`config.mk`:
```
export PLATFORM = sky130hd
export DESIGN_NAME = dfuse_page_size_parser_unit
export DESIGN_NICKNAME = d
export VERILOG_FILES = /design/src/rtl/core/dpsp_pkg.sv /design/src/rtl/core/dpsp_front.sv /design/src/rtl/core/dpsp_cmd_queue.sv /design/src/rtl/core/dpsp_back.sv /design/src/rtl/core/dfuse_page_size_parser_unit.sv
export SDC_FILE = /design/constraint.sdc
export NUM_CORES = 1
export LEC_CHECK = 0
export BUFFER_PORTS_ARGS = -buffer_cell sky130_fd_sc_hd__buf_2
export CAP_MARGIN = 10
export CORE_AREA = 2 2 107 109
export CTS_CLUSTER_SIZE = 30
export DETAILED_ROUTE_END_ITERATION = 8
export DIE_AREA = 0 0 109 111
export HOLD_SLACK_MARGIN = 0.02
export PLACE_DENSITY_LB_ADDON = 0.05
export SLEW_MARGIN = 30
export SYNTH_ARGS = -nofsm -noshare
export SYNTH_HDL_FRONTEND = slang
export SYNTH_HIERARCHICAL = 1
export SYNTH_SLANG_ARGS = --single-unit
```
`constraint.sdc`:
```
create_clock -name clock -period 3.73 [get_ports clock]
set_clock_uncertainty 0.1 [all_clocks]
set_input_delay 0.1865 -clock clock [delete_from_list [all_inputs] [get_ports clock]]
set_output_delay 0.1865 -clock clock [all_outputs]
set_load 0.005 [all_outputs]
```
`src/rtl/core/dpsp_pkg.sv`:
```
`default_nettype none

package dpsp_pkg;

   typedef struct packed {
      logic [7:0] ch;
      logic       first;
   } req_type;

   typedef struct packed {
      logic [31:0] page_size;
      logic        overflow;
   } rsp_type;

   localparam logic [7:0] CH_NUL    = 8'h00;
   localparam logic [7:0] CH_AT     = 8'h40;
   localparam logic [7:0] CH_SLASH  = 8'h2F;
   localparam logic [7:0] CH_STAR   = 8'h2A;
   localparam logic [7:0] CH_DIGIT0 = 8'h30;
   localparam logic [7:0] CH_DIGIT9 = 8'h39;
   localparam logic [7:0] CH_SPACE  = 8'h20;
   localparam logic [7:0] CH_KILO   = 8'h4B;
   localparam logic [7:0] CH_MEGA   = 8'h4D;

   typedef enum logic [3:0] {
      CLS_NUL,
      CLS_AT,
      CLS_SLASH,
      CLS_STAR,
      CLS_DIGIT,
      CLS_SPACE,
      CLS_KILO,
      CLS_MEGA,
      CLS_OTHER
   } char_class_type;

   typedef struct packed {
      logic           first;
      char_class_type cls;
      logic [3:0]     digit;
   } cmd_type;

   typedef enum logic [2:0] {
      PH_DONE,
      PH_NAME,
      PH_ADDR,
      PH_COUNT,
      PH_SIZE,
      PH_SPACES
   } phase_type;

endpackage

`default_nettype wire

```
`src/rtl/core/dpsp_front.sv`:
```
`default_nettype none

module dpsp_front (
   input  wire logic             req_push,
   input  wire dpsp_pkg::req_type req_data,
   input  wire logic             cmd_full,
   output logic                  cmd_push,
   output dpsp_pkg::cmd_type     cmd
);
   import dpsp_pkg::*;

   // Each character is reduced to a class code so the back end never compares bytes.
   always_comb begin
      cmd.first = req_data.first;
      cmd.digit = req_data.ch[3:0];
      case (req_data.ch) inside
         CH_NUL:                 cmd.cls = CLS_NUL;
         CH_AT:                  cmd.cls = CLS_AT;
         CH_SLASH:               cmd.cls = CLS_SLASH;
         CH_STAR:                cmd.cls = CLS_STAR;
         [CH_DIGIT0:CH_DIGIT9]:  cmd.cls = CLS_DIGIT;
         CH_SPACE:               cmd.cls = CLS_SPACE;
         CH_KILO:                cmd.cls = CLS_KILO;
         CH_MEGA:                cmd.cls = CLS_MEGA;
         default:                cmd.cls = CLS_OTHER;
      endcase
   end

   assign cmd_push = req_push && !cmd_full;

endmodule

`default_nettype wire

```
`src/rtl/core/dpsp_cmd_queue.sv`:
```
`default_nettype none

module dpsp_cmd_queue #(
   parameter int DEPTH = 2
) (
   input  wire logic              clock,
   input  wire logic              reset,
   input  wire logic              push,
   input  wire dpsp_pkg::cmd_type cmd_in,
   input  wire logic              pop,
   output logic                   full,
   output logic                   valid,
   output dpsp_pkg::cmd_type      cmd_out
);
   import dpsp_pkg::*;

   localparam int PTR_W = $clog2(DEPTH);
   localparam int CNT_W = $clog2(DEPTH + 1);

   cmd_type              entry_ff [DEPTH];
   logic [PTR_W-1:0]     wr_ptr_ff, wr_ptr_in;
   logic [PTR_W-1:0]     rd_ptr_ff, rd_ptr_in;
   logic [CNT_W-1:0]     count_ff, count_in;
   logic                 do_push, do_pop;

   assign full    = (count_ff == CNT_W'(DEPTH));
   assign valid   = (count_ff != '0);
   assign cmd_out = entry_ff[rd_ptr_ff];
   assign do_push = push && !full;
   assign do_pop  = pop && valid;

   always_comb begin
      wr_ptr_in = wr_ptr_ff;
      rd_ptr_in = rd_ptr_ff;
      count_in  = count_ff;
      if (do_push) begin
         wr_ptr_in = (wr_ptr_ff == PTR_W'(DEPTH - 1)) ? '0 : wr_ptr_ff + 1'b1;
      end
      if (do_pop) begin
         rd_ptr_in = (rd_ptr_ff == PTR_W'(DEPTH - 1)) ? '0 : rd_ptr_ff + 1'b1;
      end
      if (do_push && !do_pop) begin
         count_in = count_ff + 1'b1;
      end else if (do_pop && !do_push) begin
         count_in = count_ff - 1'b1;
      end
   end

   always_ff @(posedge clock) begin
      if (reset) begin
         wr_ptr_ff <= '0;
         rd_ptr_ff <= '0;
         count_ff  <= '0;
      end else begin
         wr_ptr_ff <= wr_ptr_in;
         rd_ptr_ff <= rd_ptr_in;
         count_ff  <= count_in;
      end
   end

   always_ff @(posedge clock) begin
      if (do_push) begin
         entry_ff[wr_ptr_ff] <= cmd_in;
      end
   end

endmodule

`default_nettype wire

```
`src/rtl/core/dpsp_back.sv`:
```
`default_nettype none

module dpsp_back (
   input  wire logic              clock,
   input  wire logic              reset,
   input  wire logic              cmd_valid,
   input  wire dpsp_pkg::cmd_type cmd,
   output logic                   cmd_pop,
   output logic                   rsp_empty,
   input  wire logic              rsp_pop,
   output dpsp_pkg::rsp_type      rsp_data
);
   import dpsp_pkg::*;

   phase_type    phase_ff, phase_in;
   logic [31:0]  accum_ff, accum_in;
   logic         wrapped_ff, wrapped_in;
   logic         out_valid_ff, out_valid_in;
   rsp_type      out_ff, out_in;

   logic         take;
   logic         emit;
   rsp_type      result;
   logic [35:0]  times_ten;
   rsp_type      scaled;

   assign take      = cmd_valid && (!out_valid_ff || rsp_pop);
   assign cmd_pop   = take;
   assign rsp_empty = !out_valid_ff;
   assign rsp_data  = out_ff;

   // accum * 10 + digit, as (accum << 3) + (accum << 1) + digit.
   assign times_ten = {1'b0, accum_ff, 3'b000} + {3'b000, accum_ff, 1'b0}
                      + {32'd0, cmd.digit};

   // The size is decided on the first character after the digits and spaces.
   always_comb begin
      scaled.overflow  = wrapped_ff;
      scaled.page_size = accum_ff;
      if (cmd.cls == CLS_KILO) begin
         scaled.overflow  = wrapped_ff || (accum_ff[31:22] != '0);
         scaled.page_size = {accum_ff[21:0], 10'd0};
      end else if (cmd.cls == CLS_MEGA) begin
         scaled.overflow  = wrapped_ff || (accum_ff[31:12] != '0);
         scaled.page_size = {accum_ff[11:0], 20'd0};
      end
   end

   always_comb begin
      phase_in   = phase_ff;
      accum_in   = accum_ff;
      wrapped_in = wrapped_ff;
      emit       = 1'b0;
      result     = '0;

      if (cmd.first) begin
         accum_in   = '0;
         wrapped_in = 1'b0;
         if (cmd.cls == CLS_AT) begin
            phase_in = PH_NAME;
         end else begin
            emit = 1'b1;
         end
      end else begin
         case (phase_ff)
            PH_NAME, PH_ADDR: begin
               if (cmd.cls == CLS_NUL) begin
                  emit = 1'b1;
               end else if (cmd.cls == CLS_SLASH) begin
                  phase_in = (phase_ff == PH_NAME) ? PH_ADDR : PH_COUNT;
               end
            end
            PH_COUNT: begin
               if (cmd.cls == CLS_NUL) begin
                  emit = 1'b1;
               end else if (cmd.cls == CLS_STAR) begin
                  phase_in   = PH_SIZE;
                  accum_in   = '0;
                  wrapped_in = 1'b0;
               end
            end
            PH_SIZE: begin
               if (cmd.cls == CLS_NUL) begin
                  emit = 1'b1;
               end else if (cmd.cls == CLS_DIGIT) begin
                  accum_in   = times_ten[31:0];
                  wrapped_in = wrapped_ff || (times_ten[35:32] != '0);
               end else if (cmd.cls == CLS_SPACE) begin
                  phase_in = PH_SPACES;
               end else begin
                  emit   = 1'b1;
                  result = scaled;
               end
            end
            PH_SPACES: begin
               if (cmd.cls == CLS_NUL) begin
                  emit = 1'b1;
               end else if (cmd.cls != CLS_SPACE) begin
                  emit   = 1'b1;
                  result = scaled;
               end
            end
            default: begin
               phase_in = PH_DONE;
            end
         endcase
      end

      if (emit) begin
         phase_in = PH_DONE;
      end
   end

   always_comb begin
      out_valid_in = out_valid_ff;
      out_in       = out_ff;
      if (take && emit) begin
         out_valid_in = 1'b1;
         out_in       = result;
      end else if (rsp_pop) begin
         out_valid_in = 1'b0;
      end
   end

   always_ff @(posedge clock) begin
      if (reset) begin
         phase_ff     <= PH_DONE;
         accum_ff     <= '0;
         wrapped_ff   <= 1'b0;
         out_valid_ff <= 1'b0;
      end else begin
         out_valid_ff <= out_valid_in;
         if (take) begin
            phase_ff   <= phase_in;
            accum_ff   <= accum_in;
            wrapped_ff <= wrapped_in;
         end
      end
   end

   always_ff @(posedge clock) begin
      out_ff <= out_in;
   end

endmodule

`default_nettype wire

```
`src/rtl/core/dfuse_page_size_parser_unit.sv`:
```
// Page-size parser for a DfuSe memory-layout descriptor such as "@name/addr/8*2Ka". Push one
// character per item with first set on the leading character and a zero byte at the end; one
// result (page size, or 0 on a malformed or early-ended string, plus a wrap flag) is queued as
// soon as the outcome is decided, and characters up to the next first flag are dropped. The
// block sustains one character per clock: a classifier feeds a CMD_DEPTH-entry command queue,
// and the parser behind it retires one command per cycle, pausing only while its single result
// register is full and not being popped. A result passes through the command queue and then the
// result register before it is visible.
`default_nettype none

module dfuse_page_size_parser_unit #(
   parameter int CMD_DEPTH = 2
) (
   input  wire logic              clock,
   input  wire logic              reset,
   input  wire logic              req_push,
   input  wire dpsp_pkg::req_type req_data,
   output logic                   full,
   output logic                   empty,
   input  wire logic              pop,
   output dpsp_pkg::rsp_type      rsp_data
);
   import dpsp_pkg::*;

   logic    cmd_push;
   cmd_type cmd_front;
   logic    cmd_full;
   logic    cmd_valid;
   logic    cmd_pop;
   cmd_type cmd_back;

   assign full = cmd_full;

   dpsp_front u_front (
      .req_push (req_push),
      .req_data (req_data),
      .cmd_full (cmd_full),
      .cmd_push (cmd_push),
      .cmd      (cmd_front)
   );

   dpsp_cmd_queue #(
      .DEPTH (CMD_DEPTH)
   ) u_queue (
      .clock   (clock),
      .reset   (reset),
      .push    (cmd_push),
      .cmd_in  (cmd_front),
      .pop     (cmd_pop),
      .full    (cmd_full),
      .valid   (cmd_valid),
      .cmd_out (cmd_back)
   );

   dpsp_back u_back (
      .clock     (clock),
      .reset     (reset),
      .cmd_valid (cmd_valid),
      .cmd       (cmd_back),
      .cmd_pop   (cmd_pop),
      .rsp_empty (empty),
      .rsp_pop   (pop),
      .rsp_data  (rsp_data)
   );

endmodule

`default_nettype wire
```
==> summary.md <==
| Metric | Value |
|---|---|
| Status | `complete, no violations` |
| Number of routed nets with antenna violations | `0` |
| Hold Crit Start | `pop` |
| CTS tree | `done` |
| #FFs+latches synth | `93` |
| Core area | `0.01108 sq mm` |
| GP Congestion | `0.9065` |
| H-tree lvl count | `3` |
| Post-DP HPWL | `11,380 um` |
| DRC | `0` |
| Reg2Reg Depth | `12` |
| Post-synth top area share | `23.62%` |
| Register area share after synthesis | `36.59%` |
| Vias per cell | `6.126` |
| Nets | `between 800 and 900` |
| First-iteration detailed-routing DRC count | `316` |
| Die X | `109 um` |
| Die Y | `111 um` |
| Final period utilization | `94.62%` |
| Wirelength per Cell | `17.02 um` |
| Slew @ Worst Pin | `0.7972 ns` |
| Critical Path Start Type | `flop` |
| RSZ-0062 raised after global routing | `false` |
| Initial antenna violation count | `0` |
| Async set-or-reset flop fraction in the synthesized netlist | `0%` |
| Pwr dens | `411.0 mW/mm^2` |
| CTS buffer count | `9` |
| Fin Setup TNS | `0 ns` |
| Layout Utilization | `64.27%` |
| FF-to-FF End | `u_back/wrapped_ff$_SDFFE_PP0P_` |
| Top cells by count, synth | `nor2_1 (75), ha_1 (64), a21oi_1 (58), edfxtp_1 (51), dfxtp_1 (42)` |
| Most common cell in the netlist | `nor2_1` |
| Synth area leaders | `edfxtp_1 (24%), dfxtp_1 (13%), ha_1 (12%)` |
| Area Overhead vs Synth | `9.803%` |
| Post-synth EDFFs | `51` |
| I/O pin count | `48` |
| Final setup fails | `0` |
| Ant. Diodes | `0` |
| Max Cap Viol | `0` |
| FF-to-FF setup slack | `approximately 0.20 ns` |
| Reg clk slew, reported paths | `0.06 ns` |
| Syn_nets | `766` |
| Drt pass-1 iters | `5` |
| Worst hold endpoint | `u_back/out_valid_ff$_SDFFE_PP0P_` |
| Sink Count | `93` |
| Final hold violation count | `0` |
| Mean Syn Cell Area | `9.438 sq um` |
| Relative slew slack | `a little under half` |
| Crit path time final | `3.529 ns` |
| Syn Std Cell Area | `0.006484 sq mm` |
| Top FF cell, synth | `edfxtp_1` |
| Hold-critical path depth | `3` |
| Largest net degree at the start of global routing | `37` |
| Die ar. | `0.01210 sq mm` |
| Clock Latency Late Sink | `0.33 ns` |
| Cell taking the most area after synthesis | `edfxtp_1` |
| Vias in the first global route | `4,957` |
| Yosys cell types | `78` |
| Worst Slack Setup Final | `0.2007 ns` |
| CP Max Fanout | `5` |
| Drt total wl | `about 15,000 um` |
| Min-Delay Path Class | `in -> reg` |
| Endpoint class of the critical path | `flop` |
| Mapped Cells | `between 600 and 700` |
| VDD IR max | `0.0002738 V` |
| I/O Buffers | `47` |
| Slew Limit Fails | `0` |
| Worst Path Required | `between 3 and 4 ns` |
| Grt total ovfl | `0` |
| Dpl ws | `around 0.11 ns` |
| CTS Buffer Depth | `2` |
| Share of layout cells above drive strength 1 | `16.16%` |
| Row count | `39` |
| Syn. warnings | `6` |
| Crit path DAT | `3.65 ns` |
| First-pass GRT wire length | `between 20,000 and 25,000 um` |
| Lkg Pwr | `approximately 3.0 nW` |
| Clock root cell | `clkbuf_16` |
| Starting density of the core | `58.53%` |
| GRT Overall Usage | `between 20% and 30%` |
| Kind of critical path | `reg -> reg` |
| Max Clock Freq | `283.3 MHz` |
| Vias | `roughly 5,300` |
## power by group
group / leakage, nW / switching, mW / total (mW) / internal (mW)
sequential: 0.821 / 0.0619 / 1.35 / 1.28
clock: 0.133 / 0.374 / 0.843 / 0.469
combinational: 2.03 / 0.445 / 0.737 / 0.292
total: 2.99 / 0.881 / 2.93 / 2.05
## state kept, by name, summed over array words and instances (netlist names), named ones only
| signal | cells |
|---|---|
| u_back/rsp_data | 33 |
| u_back/accum_ff | 32 |
| u_queue/entry_ff | 18 |
| u_back/phase_ff | 3 |
| u_queue/count_ff | 2 |
| u_back/out_valid_ff | 1 |
| u_back/wrapped_ff | 1 |
| u_queue/rd_ptr_ff | 1 |
| u_queue/wr_ptr_ff | 1 |
## metrics by stage
| step | hold slack, ns | total power, mW | cell area (sq um) | cells |
|---|---|---|---|---|
| global route | 0.03707 | 3.086 | 7119 | 873 |
| CTS | 0.03119 | 2.946 | 7096 | 870 |
| global placement | 0.2764 | 2.083 | 6803 | 852 |
| detailed placement | 0.2807 | 2.104 | 6803 | 852 |
| finish | 0.03644 | 2.926 | 7119 | 873 |
| floorplan | 0.1556 | 1.863 | 6484 | 687 |
## cells by family (layout without fill, tap and decap cells)
group / Yosys count / count (layout) / synth area share [%]
adder cells (fa/ha/maj): 67 / 67 / 13.12
multiplexers: 22 / 22 / 3.570
XOR/XNOR: 30 / 30 / 4.052
AND/OR/NAND/NOR: 228 / 228 / 18.27
AO/OA/AOI/OAI: 187 / 187 / 20.20
flip-flops: 93 / 93 / 36.59
buffers and inverters: 60 / 103 / 4.188
## repair_timing
item / CTS / global route
gates resized for setup: 0 / 1
setup buffers: 0 / 3
hold endpoints to repair: 4 / 0
hold buffers: 2 / 0
endpoints found under the setup margin: 0 / 7
## final cells by class
type	instances	area [sq um]
clock inverters	4	26.28
clock buffers	12	246.5
flip-flops and latches	93	2374
inverters	24	90.09
well taps	143	178.9
multi-input cells	534	3844
fillers	908	3958
repair buffers	63	360.3
## cell usage in the layout, fill, tap and decap left out, types with 4 or more instances in the layout
cell / synthesis / layout
a211oi_1: 19 / 19
a21o_1: 8 / 8
a21oi_1: 58 / 58
a22o_1: 10 / 10
a22oi_1: 11 / 11
and2_1: 17 / 17
buf_2: 6 / 47
buf_4: 5 / 14
clkbuf_16: 0 / 9
dfxtp_1: 42 / 41
edfxtp_1: 51 / 51
ha_1: 64 / 64
inv_1: 24 / 24
mux2_2: 9 / 9
mux2i_1: 13 / 13
nand2_1: 40 / 40
nand2b_1: 6 / 6
nand3_1: 12 / 12
nand3b_1: 11 / 11
nand4_1: 10 / 10
nor2_1: 75 / 75
nor2b_1: 4 / 4
nor3_1: 12 / 12
nor4_1: 5 / 5
o21a_1: 8 / 8
o21ai_0: 30 / 29
o31ai_1: 7 / 7
or3_1: 12 / 12
xnor2_1: 13 / 13
xor2_1: 17 / 17
## worst max-delay path by stage
stage	startpoint	end	cells past startpoint
after floorplan	flop	u_back/wrapped_ff$_SDFFE_PP0P_	13
after global placement	flop	u_back/accum_ff[18]$_SDFFE_PP0P_	13
after detailed placement	flop	u_back/wrapped_ff$_SDFFE_PP0P_	13
after CTS	flop	u_back/wrapped_ff$_SDFFE_PP0P_	13
after global routing	flop	u_back/accum_ff[18]$_SDFFE_PP0P_	13
final	flop	u_back/wrapped_ff$_SDFFE_PP0P_	12
## worst max-delay path, cell delays in order, from the launching register on
cell      delay [ns]
dfxtp_2         0.38
mux2_2          0.35
inv_1           0.08
fa_1            0.44
fa_1            0.47
nand2b_1        0.19
a21oi_2         0.21
o41a_4          0.22
a211oi_4        0.08
o311a_2         0.38
o211a_1         0.22
o31ai_2         0.19
o31ai_1         0.10
## routing by layer
| metal | global-route usage (%) | wire, um | vias to the layer above |
|---|---|---|---|
| li1 | - | - | 2628 |
| met2 | 39.46 | 6697 | 186 |
| met5 | 0 | 0 | - |
| met1 | 37.77 | 7066 | 2511 |
| met3 | 3.469 | 774 | 23 |
| met4 | 8.632 | 319 | 0 |
No activity file was read; power rests on OpenSTA's default activity.
